<file path="src/sv/assert_macros.svh">
// Assertion macros shared by the rasterizer RTL.
// No dependencies; define SYNTH to compile the assertions out.
`ifndef ASSERT_MACROS_SVH
`define ASSERT_MACROS_SVH

`ifndef SYNTH
// Check a property at each rising edge, held off while reset is active.
`define SFR_ASSERT(lbl, clk, rst_n, prop, msg) \
    lbl: assert property (@(posedge clk) disable iff (!rst_n) (prop)) else $error(msg);
// Check a property at each rising edge, reset included.
`define SFR_ASSERT_ALWAYS(lbl, clk, prop, msg) \
    lbl: assert property (@(posedge clk) (prop)) else $error(msg);
`else
`define SFR_ASSERT(lbl, clk, rst_n, prop, msg)
`define SFR_ASSERT_ALWAYS(lbl, clk, prop, msg)
`endif

`endif

</file>
<file path="src/sv/sfr_pkg.sv">
// Types, codes and fixed widths of the shape fill rasterizer.
// No dependencies; used by the scanner and the top level.
package sfr_pkg;

    // Fixed field widths
    localparam int COORD_W   = 9;   // image size registers and scan counters
    localparam int FIELD_W   = 10;  // center, size and radius fields
    localparam int CHAN_W    = 8;
    localparam int COLOR_W   = 3 * CHAN_W;
    localparam int PIX_W     = 8;   // read pixel coordinates
    localparam int DELTA_W   = 12;  // signed bounds and distances
    localparam int SQ_W      = 20;  // square of a distance or radius
    localparam int SUM_W     = SQ_W + 1;

    // Stream packing
    localparam int IN_TDATA_W  = 96;
    localparam int OUT_TDATA_W = 24;
    localparam int OFS_CX    = 0;
    localparam int OFS_CY    = OFS_CX + FIELD_W;
    localparam int OFS_RW    = OFS_CY + FIELD_W;
    localparam int OFS_RH    = OFS_RW + FIELD_W;
    localparam int OFS_RAD   = OFS_RH + FIELD_W;
    localparam int OFS_RED   = OFS_RAD + FIELD_W;
    localparam int OFS_GREEN = OFS_RED + CHAN_W;
    localparam int OFS_BLUE  = OFS_GREEN + CHAN_W;
    localparam int OFS_PX    = OFS_BLUE + CHAN_W;
    localparam int OFS_PY    = OFS_PX + PIX_W;

    // Command codes carried on tuser
    typedef enum logic [1:0] {
        FUNC_RECT   = 2'd0,
        FUNC_CIRCLE = 2'd1,
        FUNC_READ   = 2'd2,
        FUNC_NONE   = 2'd3
    } func_t;

    // Configuration register indexes
    localparam logic CFG_IMAGE_WIDTH  = 1'b0;
    localparam logic CFG_IMAGE_HEIGHT = 1'b1;
    localparam logic [COORD_W-1:0] IMAGE_SIZE_RESET = 9'd256;

    // Controller states
    typedef enum logic [2:0] {
        ST_CLEAR,
        ST_IDLE,
        ST_SETUP,
        ST_DRAW,
        ST_RD_ADDR,
        ST_RD_DATA
    } ctrl_state_t;

    // Draw command handed from the controller to the scanner
    typedef struct packed {
        logic                       is_circle;
        logic [COORD_W-1:0]         xs;
        logic [COORD_W-1:0]         xe;
        logic [COORD_W-1:0]         ys;
        logic [COORD_W-1:0]         ye;
        logic signed [FIELD_W-1:0]  cx;
        logic signed [FIELD_W-1:0]  cy;
        logic [SQ_W-1:0]            r2;
        logic [COLOR_W-1:0]         color;
    } scan_cmd_t;

    // Address bits for a memory of the given depth
    function automatic int addr_bits(input int depth);
        return (depth > 1) ? $clog2(depth) : 1;
    endfunction

endpackage

</file>
<file path="src/sv/sfr_scan.sv">
// Pixel scanner: walks the clipped box of a draw command and writes hits.
// Depends on sfr_pkg and assert_macros.svh.
`include "assert_macros.svh"

module sfr_scan
    import sfr_pkg::*;
#(
    parameter int MAX_WIDTH = 256,
    parameter int DEPTH     = 65536
) (
    input  logic                        clk,
    input  logic                        rst_n,
    input  logic                        start,
    input  scan_cmd_t                   cmd,
    output logic                        busy,
    output logic                        we,
    output logic [addr_bits(DEPTH)-1:0] waddr,
    output logic [COLOR_W-1:0]          wdata
);

    localparam int AW = addr_bits(DEPTH);
    localparam int PW = AW + COORD_W;

    scan_cmd_t                 cmd_reg;
    logic [COORD_W-1:0]        x_reg, x_next;
    logic [COORD_W-1:0]        y_reg, y_next;
    logic                      run_reg, run_next;
    logic                      x_last, y_last;

    logic                      va_reg;
    logic signed [DELTA_W-1:0] dxa_reg, dxa_next;
    logic signed [DELTA_W-1:0] dya_reg, dya_next;
    logic [AW-1:0]             addra_reg;
    logic [PW-1:0]             addr_prod;

    logic                      vb_reg;
    logic signed [2*DELTA_W-1:0] dx_prod, dy_prod;
    logic [SQ_W-1:0]           dx2_reg, dy2_reg;
    logic [AW-1:0]             addrb_reg;

    logic [SUM_W-1:0]          dist_sum;
    logic                      hit;
    logic                      we_reg;
    logic [AW-1:0]             waddr_reg;

    // Latch the command at start
    always_ff @(posedge clk)
    begin
        if (start)
        begin
            cmd_reg <= cmd;
        end
    end

    // Advance the scan position, row by row
    assign x_last = ({1'b0, x_reg} + 1'b1) == {1'b0, cmd_reg.xe};
    assign y_last = ({1'b0, y_reg} + 1'b1) == {1'b0, cmd_reg.ye};

    always_comb
    begin
        x_next   = x_reg;
        y_next   = y_reg;
        run_next = run_reg;
        priority if (start)
        begin
            x_next   = cmd.xs;
            y_next   = cmd.ys;
            run_next = 1'b1;
        end
        else if (run_reg)
        begin
            if (x_last)
            begin
                x_next = cmd_reg.xs;
                if (y_last)
                begin
                    y_next   = '0;
                    run_next = 1'b0;
                end
                else
                begin
                    y_next = y_reg + 1'b1;
                end
            end
            else
            begin
                x_next = x_reg + 1'b1;
            end
        end
    end

    always_ff @(posedge clk or negedge rst_n)
    begin
        if (!rst_n)
        begin
            x_reg   <= '0;
            y_reg   <= '0;
            run_reg <= 1'b0;
        end
        else
        begin
            x_reg   <= x_next;
            y_reg   <= y_next;
            run_reg <= run_next;
        end
    end

    // Stage A: offsets from the center and the store address
    assign dxa_next  = $signed(DELTA_W'(x_reg)) - DELTA_W'($signed(cmd_reg.cx));
    assign dya_next  = $signed(DELTA_W'(y_reg)) - DELTA_W'($signed(cmd_reg.cy));
    assign addr_prod = PW'(y_reg) * PW'(MAX_WIDTH) + PW'(x_reg);

    always_ff @(posedge clk)
    begin
        dxa_reg   <= dxa_next;
        dya_reg   <= dya_next;
        addra_reg <= addr_prod[AW-1:0];
    end

    // Stage B: squares of the offsets
    assign dx_prod = (2*DELTA_W)'(dxa_reg) * (2*DELTA_W)'(dxa_reg);
    assign dy_prod = (2*DELTA_W)'(dya_reg) * (2*DELTA_W)'(dya_reg);

    always_ff @(posedge clk)
    begin
        dx2_reg   <= dx_prod[SQ_W-1:0];
        dy2_reg   <= dy_prod[SQ_W-1:0];
        addrb_reg <= addra_reg;
    end

    // Stage C: radius test, then register the write
    assign dist_sum = {1'b0, dx2_reg} + {1'b0, dy2_reg};
    assign hit      = !cmd_reg.is_circle || (dist_sum <= {1'b0, cmd_reg.r2});

    always_ff @(posedge clk)
    begin
        waddr_reg <= addrb_reg;
    end

    // Valid flags of the pipeline
    always_ff @(posedge clk or negedge rst_n)
    begin
        if (!rst_n)
        begin
            va_reg <= 1'b0;
            vb_reg <= 1'b0;
            we_reg <= 1'b0;
        end
        else
        begin
            va_reg <= run_reg;
            vb_reg <= va_reg;
            we_reg <= vb_reg && hit;
        end
    end

    assign busy  = run_reg || va_reg || vb_reg || we_reg;
    assign we    = we_reg;
    assign waddr = waddr_reg;
    assign wdata = cmd_reg.color;

    `SFR_ASSERT(a_waddr_in_store, clk, rst_n, we_reg |-> ({1'b0, waddr_reg} < (AW+1)'(DEPTH)), "scanner write beyond the store")
    `SFR_ASSERT(a_scan_in_box, clk, rst_n, run_reg |-> (x_reg < cmd_reg.xe && y_reg < cmd_reg.ye), "scan position left the box")
    `SFR_ASSERT(a_start_when_idle, clk, rst_n, start |-> !busy, "draw started while scanner busy")

endmodule

</file>
<file path="config.mk">
export PLATFORM = sky130hd
export DESIGN_NAME = sfr_scan
export DESIGN_NICKNAME = d
export VERILOG_FILES = /design/src/sv/sfr_pkg.sv /design/src/sv/sfr_scan.sv
export VERILOG_INCLUDE_DIRS = /design/src /design/src/sv
export SDC_FILE = /design/constraint.sdc
export NUM_CORES = 1
export LEC_CHECK = 0
export ABC_AREA = 0
export BUFFER_PORTS_ARGS = -buffer_cell sky130_fd_sc_hd__buf_2
export CORE_MARGIN = 5
export CORE_UTILIZATION = 50
export DETAILED_ROUTE_END_ITERATION = 7
export GPL_TIMING_DRIVEN = 0
export MAX_ROUTING_LAYER = met4
export PLACE_DENSITY = 0.69
export SLEW_MARGIN = 30
export SYNTH_ARGS = -nofsm -noshare
export SYNTH_HDL_FRONTEND = slang
export SYNTH_SLANG_ARGS = --single-unit
</file>
<file path="constraint.sdc">
create_clock -name clk -period 5.5 [get_ports clk]
set_clock_uncertainty 0.15 [all_clocks]
set_input_delay 0.55 -clock clk [delete_from_list [all_inputs] [get_ports clk]]
set_output_delay 0.55 -clock clk [all_outputs]
set_load 0.005 [all_outputs]
</file>
==> impl_metrics.env <==
export IMPL_holdWs_ns=0.0255
export IMPL_routed_wirelength_mm=35.9
export IMPL_ys_async_sr_fraction_pct=9.91
export IMPL_clkLatencyLatePin_ns=0.55
export IMPL_count_of_flip_flops_with_a_built_in_enable_after_synthesis=92
export IMPL_cts_path_max_buffers=3
export IMPL_use_met2_pct=34.0
export IMPL_slew_headroom_pct=43.7
export IMPL_number_of_flip_flops_under_the_largest_register_name=68
export IMPL_gpl_final_weighted_congestion=0.909
export IMPL_regToRegStartpoint="dxa_reg[6]"
export IMPL_timing_max_transition_violations_final=0
export IMPL_postSynthNetCount=2069
export IMPL_h_tree_depth=1
export IMPL_die_w_um=194
export IMPL_number_of_global_route_vias_before_repair=12562
export IMPL_period_share_pct=96.5
export IMPL_antenna_found_initial=4
export IMPL_final_core_util_pct=60.2
export IMPL_die_height_um=194
export IMPL_worst_r2r_setup_slack_ns=0.19
export IMPL_final_min_clock_period_ns=5.31
export IMPL_grt_setup_unrepaired="true"
export IMPL_die_area_mm2=0.0376
export IMPL_drc=0
export IMPL_grt_use_met3_pct=4.03
export IMPL_globalRoute_busiestLayer="met2"
export IMPL_clock_tree_from_tritoncts="done"
export IMPL_fmax_mhz=188
export IMPL_drt_wirelength_per_cell_um=15.3
export IMPL_global_route_overflow_total=0
export IMPL_syn_cell_area_mm2=0.0169
export IMPL_final_hold_violation_count=0
export IMPL_cts_sink_count=222
export IMPL_rows=67
export IMPL_antenna_left=0
export IMPL_clock_tree_root_cell="sky130_fd_sc_hd__clkbuf_16"
export IMPL_post_synth_main_area_contributors="sky130_fd_sc_hd__fa_1 23%, sky130_fd_sc_hd__edfxtp_1 16%, sky130_fd_sc_hd__dfxtp_1 13%, sky130_fd_sc_hd__ha_1 11%, sky130_fd_sc_hd__inv_1 7.8%"
export IMPL_post_route_cell_area_mm2=0.0201
export IMPL_grt_start_max_net_pins=54
export IMPL_cp_max_fo=10
export IMPL_holdPathEnd="wdata[6]"
export IMPL_drt_pass1_iterations=5
export IMPL_yosys_area_top_type="sky130_fd_sc_hd__fa_1"
export IMPL_yosysWarnings=0
export IMPL_areaGrowthSynthToFinish_pct=19.0
export IMPL_start_util_pct=50.5
export IMPL_critPathCaptureType="flop"
export IMPL_synth_top_area_share_pct=22.7
export IMPL_via_count=11679
export IMPL_setup_tns_ns=0
export IMPL_drt_initial_drc_count=519
export IMPL_ios=146
export IMPL_synth_distinct_cells=72
export IMPL_max_cap_violations=0
export IMPL_cts_inserted_buffers=26
export IMPL_portbufs=145
export IMPL_synth_cells=1631
export IMPL_fraction_of_final_layout_cells_with_drive_strength_greater_than_1_pct=16.1
export IMPL_grt_use_met1_pct=24.7
export IMPL_synthesis_area_per_instance_um2=10.4
export IMPL_yosysSeqAreaShare_pct=32.4
export IMPL_synth_seq_cells=222
export IMPL_routed_via_density=4.97
export IMPL_worstHoldPathType="in2reg"
export IMPL_hold_path_startpoint="cmd[6]"
export IMPL_dp_final_hpwl_mm=27.7
export IMPL_crit_required_ns=5.82
export IMPL_worst_pin_slew_ns=0.823
export IMPL_worst_setup_path_start_kind="flop"
export IMPL_grt_use_total_pct=19.9
export IMPL_worst_r2r_path_depth=18
export IMPL_ys_dominant_reg_cell="sky130_fd_sc_hd__dfxtp_1"
export IMPL_cts_clk_slew_worst_paths_ns=0.06
export IMPL_grt_first_pass_wirelength_mm=60.2
export IMPL_filler_cell_count=2741
export IMPL_cp_data_arrival_time_ns=5.63
export IMPL_worstReg2RegEnd="dx2_reg[19]"
export IMPL_placedInstanceArea_mm2=0.0182
export IMPL_timing_worst_setup_path_type="reg2reg"
export IMPL_setup_violations=0
export IMPL_final_nets=2315
export IMPL_status="finished clean"
export IMPL_timing_hold_worst_path_depth=1
export IMPL_core_region_area_mm2=0.0334
-- stage by stage --
step / cells / setup slack, ns
2_1_floorplan: 1631 / 0.133
3_3_place_gp: 2224 / -0.570
3_5_place_dp: 2225 / -0.632
4_1_cts: 2331 / 0.00337
5_1_grt: 2349 / -0.0454
6_report: 2349 / 0.193
-- cell usage after synthesis, drive strengths merged, types with 3 or more instances --
| cell | count |
|---|---|
| o21ai | 44 |
| nand4b | 3 |
| edfxtp | 92 |
| a31o | 3 |
| a2111oi | 4 |
| xnor2 | 87 |
| or4 | 5 |
| dfxtp | 108 |
| nor3b | 5 |
| a21o | 15 |
| nand4 | 7 |
| xor2 | 22 |
| nor2b | 29 |
| a211oi | 9 |
| nor3 | 25 |
| dfrtp | 22 |
| o2111ai | 3 |
| nand2 | 91 |
| a21oi | 40 |
| a22oi | 9 |
| clkbuf | 27 |
| and3 | 7 |
| nand3 | 23 |
| fa | 192 |
| mux2i | 8 |
| nor4 | 3 |
| o21a | 8 |
| o21bai | 8 |
| nor2 | 83 |
| a21boi | 10 |
| a31oi | 6 |
| nand2b | 8 |
| and2 | 60 |
| inv | 352 |
| ha | 142 |
| buf | 30 |
| o211ai | 4 |
| o32ai | 3 |
| or2 | 4 |
-- logic make-up (layout without fill, tap and decap cells) --
kind of cell               count (synthesis)  in the layout  share of synthesized area, %
AOI/OAI and AO/OA                        188            188                          7.51
muxes                                      8              8                         0.474
buffers and inverters                    409            675                          9.72
DFF                                      222            222                          32.4
adders and majority gates                334            334                          33.2
other                                      0              4                             0
and+or+nand+nor                          360            360                          10.9
xor gates and xnor gates                 110            110                          5.79
-- cell type report --
class	count	area, um2	share of cell area, %
Antenna cell	4	10.0	0.0497
Buffer	54	398	1.98
Clock buffer	32	693	3.44
Clock inverter	16	191	0.951
Inverter	352	1330	6.60
Multi-Input combinational cell	1000	9940	49.4
Sequential cell	222	5520	27.4
Tap cell	448	561	2.79
Timing Repair Buffer	221	1480	7.34
-- metal layers --
layer,vias to the layer above,routed length [um]
li1,5666,-
met1,5673,15300
met2,279,17800
met3,61,2040
met4,0,815
met5,-,0
-- layout by cell type, fill, tap and decap left out, drive strengths merged, types with 5 or more instances in the layout --
cell         synthesis  final
nand4                7      7
and3                 7      7
xor2                22     22
a211oi               9      9
nor2b               29     29
a31oi                6      6
and2                60     60
a22oi                9      9
o21a                 8      8
dlygate4sd3          0     62
mux2i                8      8
nand3               23     23
xnor2               87     87
dfxtp              108    108
nor3b                5      5
dfrtp               22     22
o21ai               44     44
a21boi              10     10
nand2b               8      8
nor2                83     83
or4                  5      5
edfxtp              92     92
buf                 30    200
a21o                15     15
ha                 142    142
fa                 192    192
clkinv               0      8
a21oi               40     40
inv                352    354
nand2               91     91
clkbuf              27     45
o21bai               8      8
nor3                25     25
-- how the worst max path moves through the flow --
stage          startpoint     endpoint  cells after the start  slack (ns)
2_1_floorplan  dxa_reg[6]  dx2_reg[19]                     18        0.13
3_3_place_gp   dya_reg[2]  dy2_reg[19]                     20       -0.57
3_5_place_dp   dya_reg[2]  dy2_reg[19]                     20       -0.63
4_1_cts        dya_reg[7]  dy2_reg[19]                     20       0.003
5_1_grt        dya_reg[4]  dy2_reg[19]                     20       -0.05
6_report       dxa_reg[6]  dx2_reg[19]                     18        0.19
-- worst max-delay path, stage by stage (launching register included) --
cell and delay, ns:
sky130_fd_sc_hd__dfxtp_2 0.36, sky130_fd_sc_hd__buf_6 0.15, sky130_fd_sc_hd__nand2_1 0.08, sky130_fd_sc_hd__fa_1 0.51
sky130_fd_sc_hd__inv_1 0.07, sky130_fd_sc_hd__fa_1 0.50, sky130_fd_sc_hd__inv_1 0.05, sky130_fd_sc_hd__fa_1 0.52
sky130_fd_sc_hd__inv_1 0.04, sky130_fd_sc_hd__fa_1 0.44, sky130_fd_sc_hd__fa_1 0.50, sky130_fd_sc_hd__ha_2 0.28
sky130_fd_sc_hd__or2_2 0.29, sky130_fd_sc_hd__o311a_1 0.14, sky130_fd_sc_hd__a41o_1 0.26, sky130_fd_sc_hd__o41ai_4 0.44
sky130_fd_sc_hd__o2111ai_2 0.16, sky130_fd_sc_hd__a21oi_2 0.15, sky130_fd_sc_hd__xnor2_1 0.12
-- repair_timing --
item	in CTS	in global routing
setup buffers	1	12
gates resized for setup	32	90
hold endpoints to repair	81	2
hold buffers	60	2
pin swaps	2	12
cloned	0	0
setup endpoints to repair	12	9
Power is not shown: default switching activity piles up to over one toggle a cycle in this logic, so the estimate is an artifact.
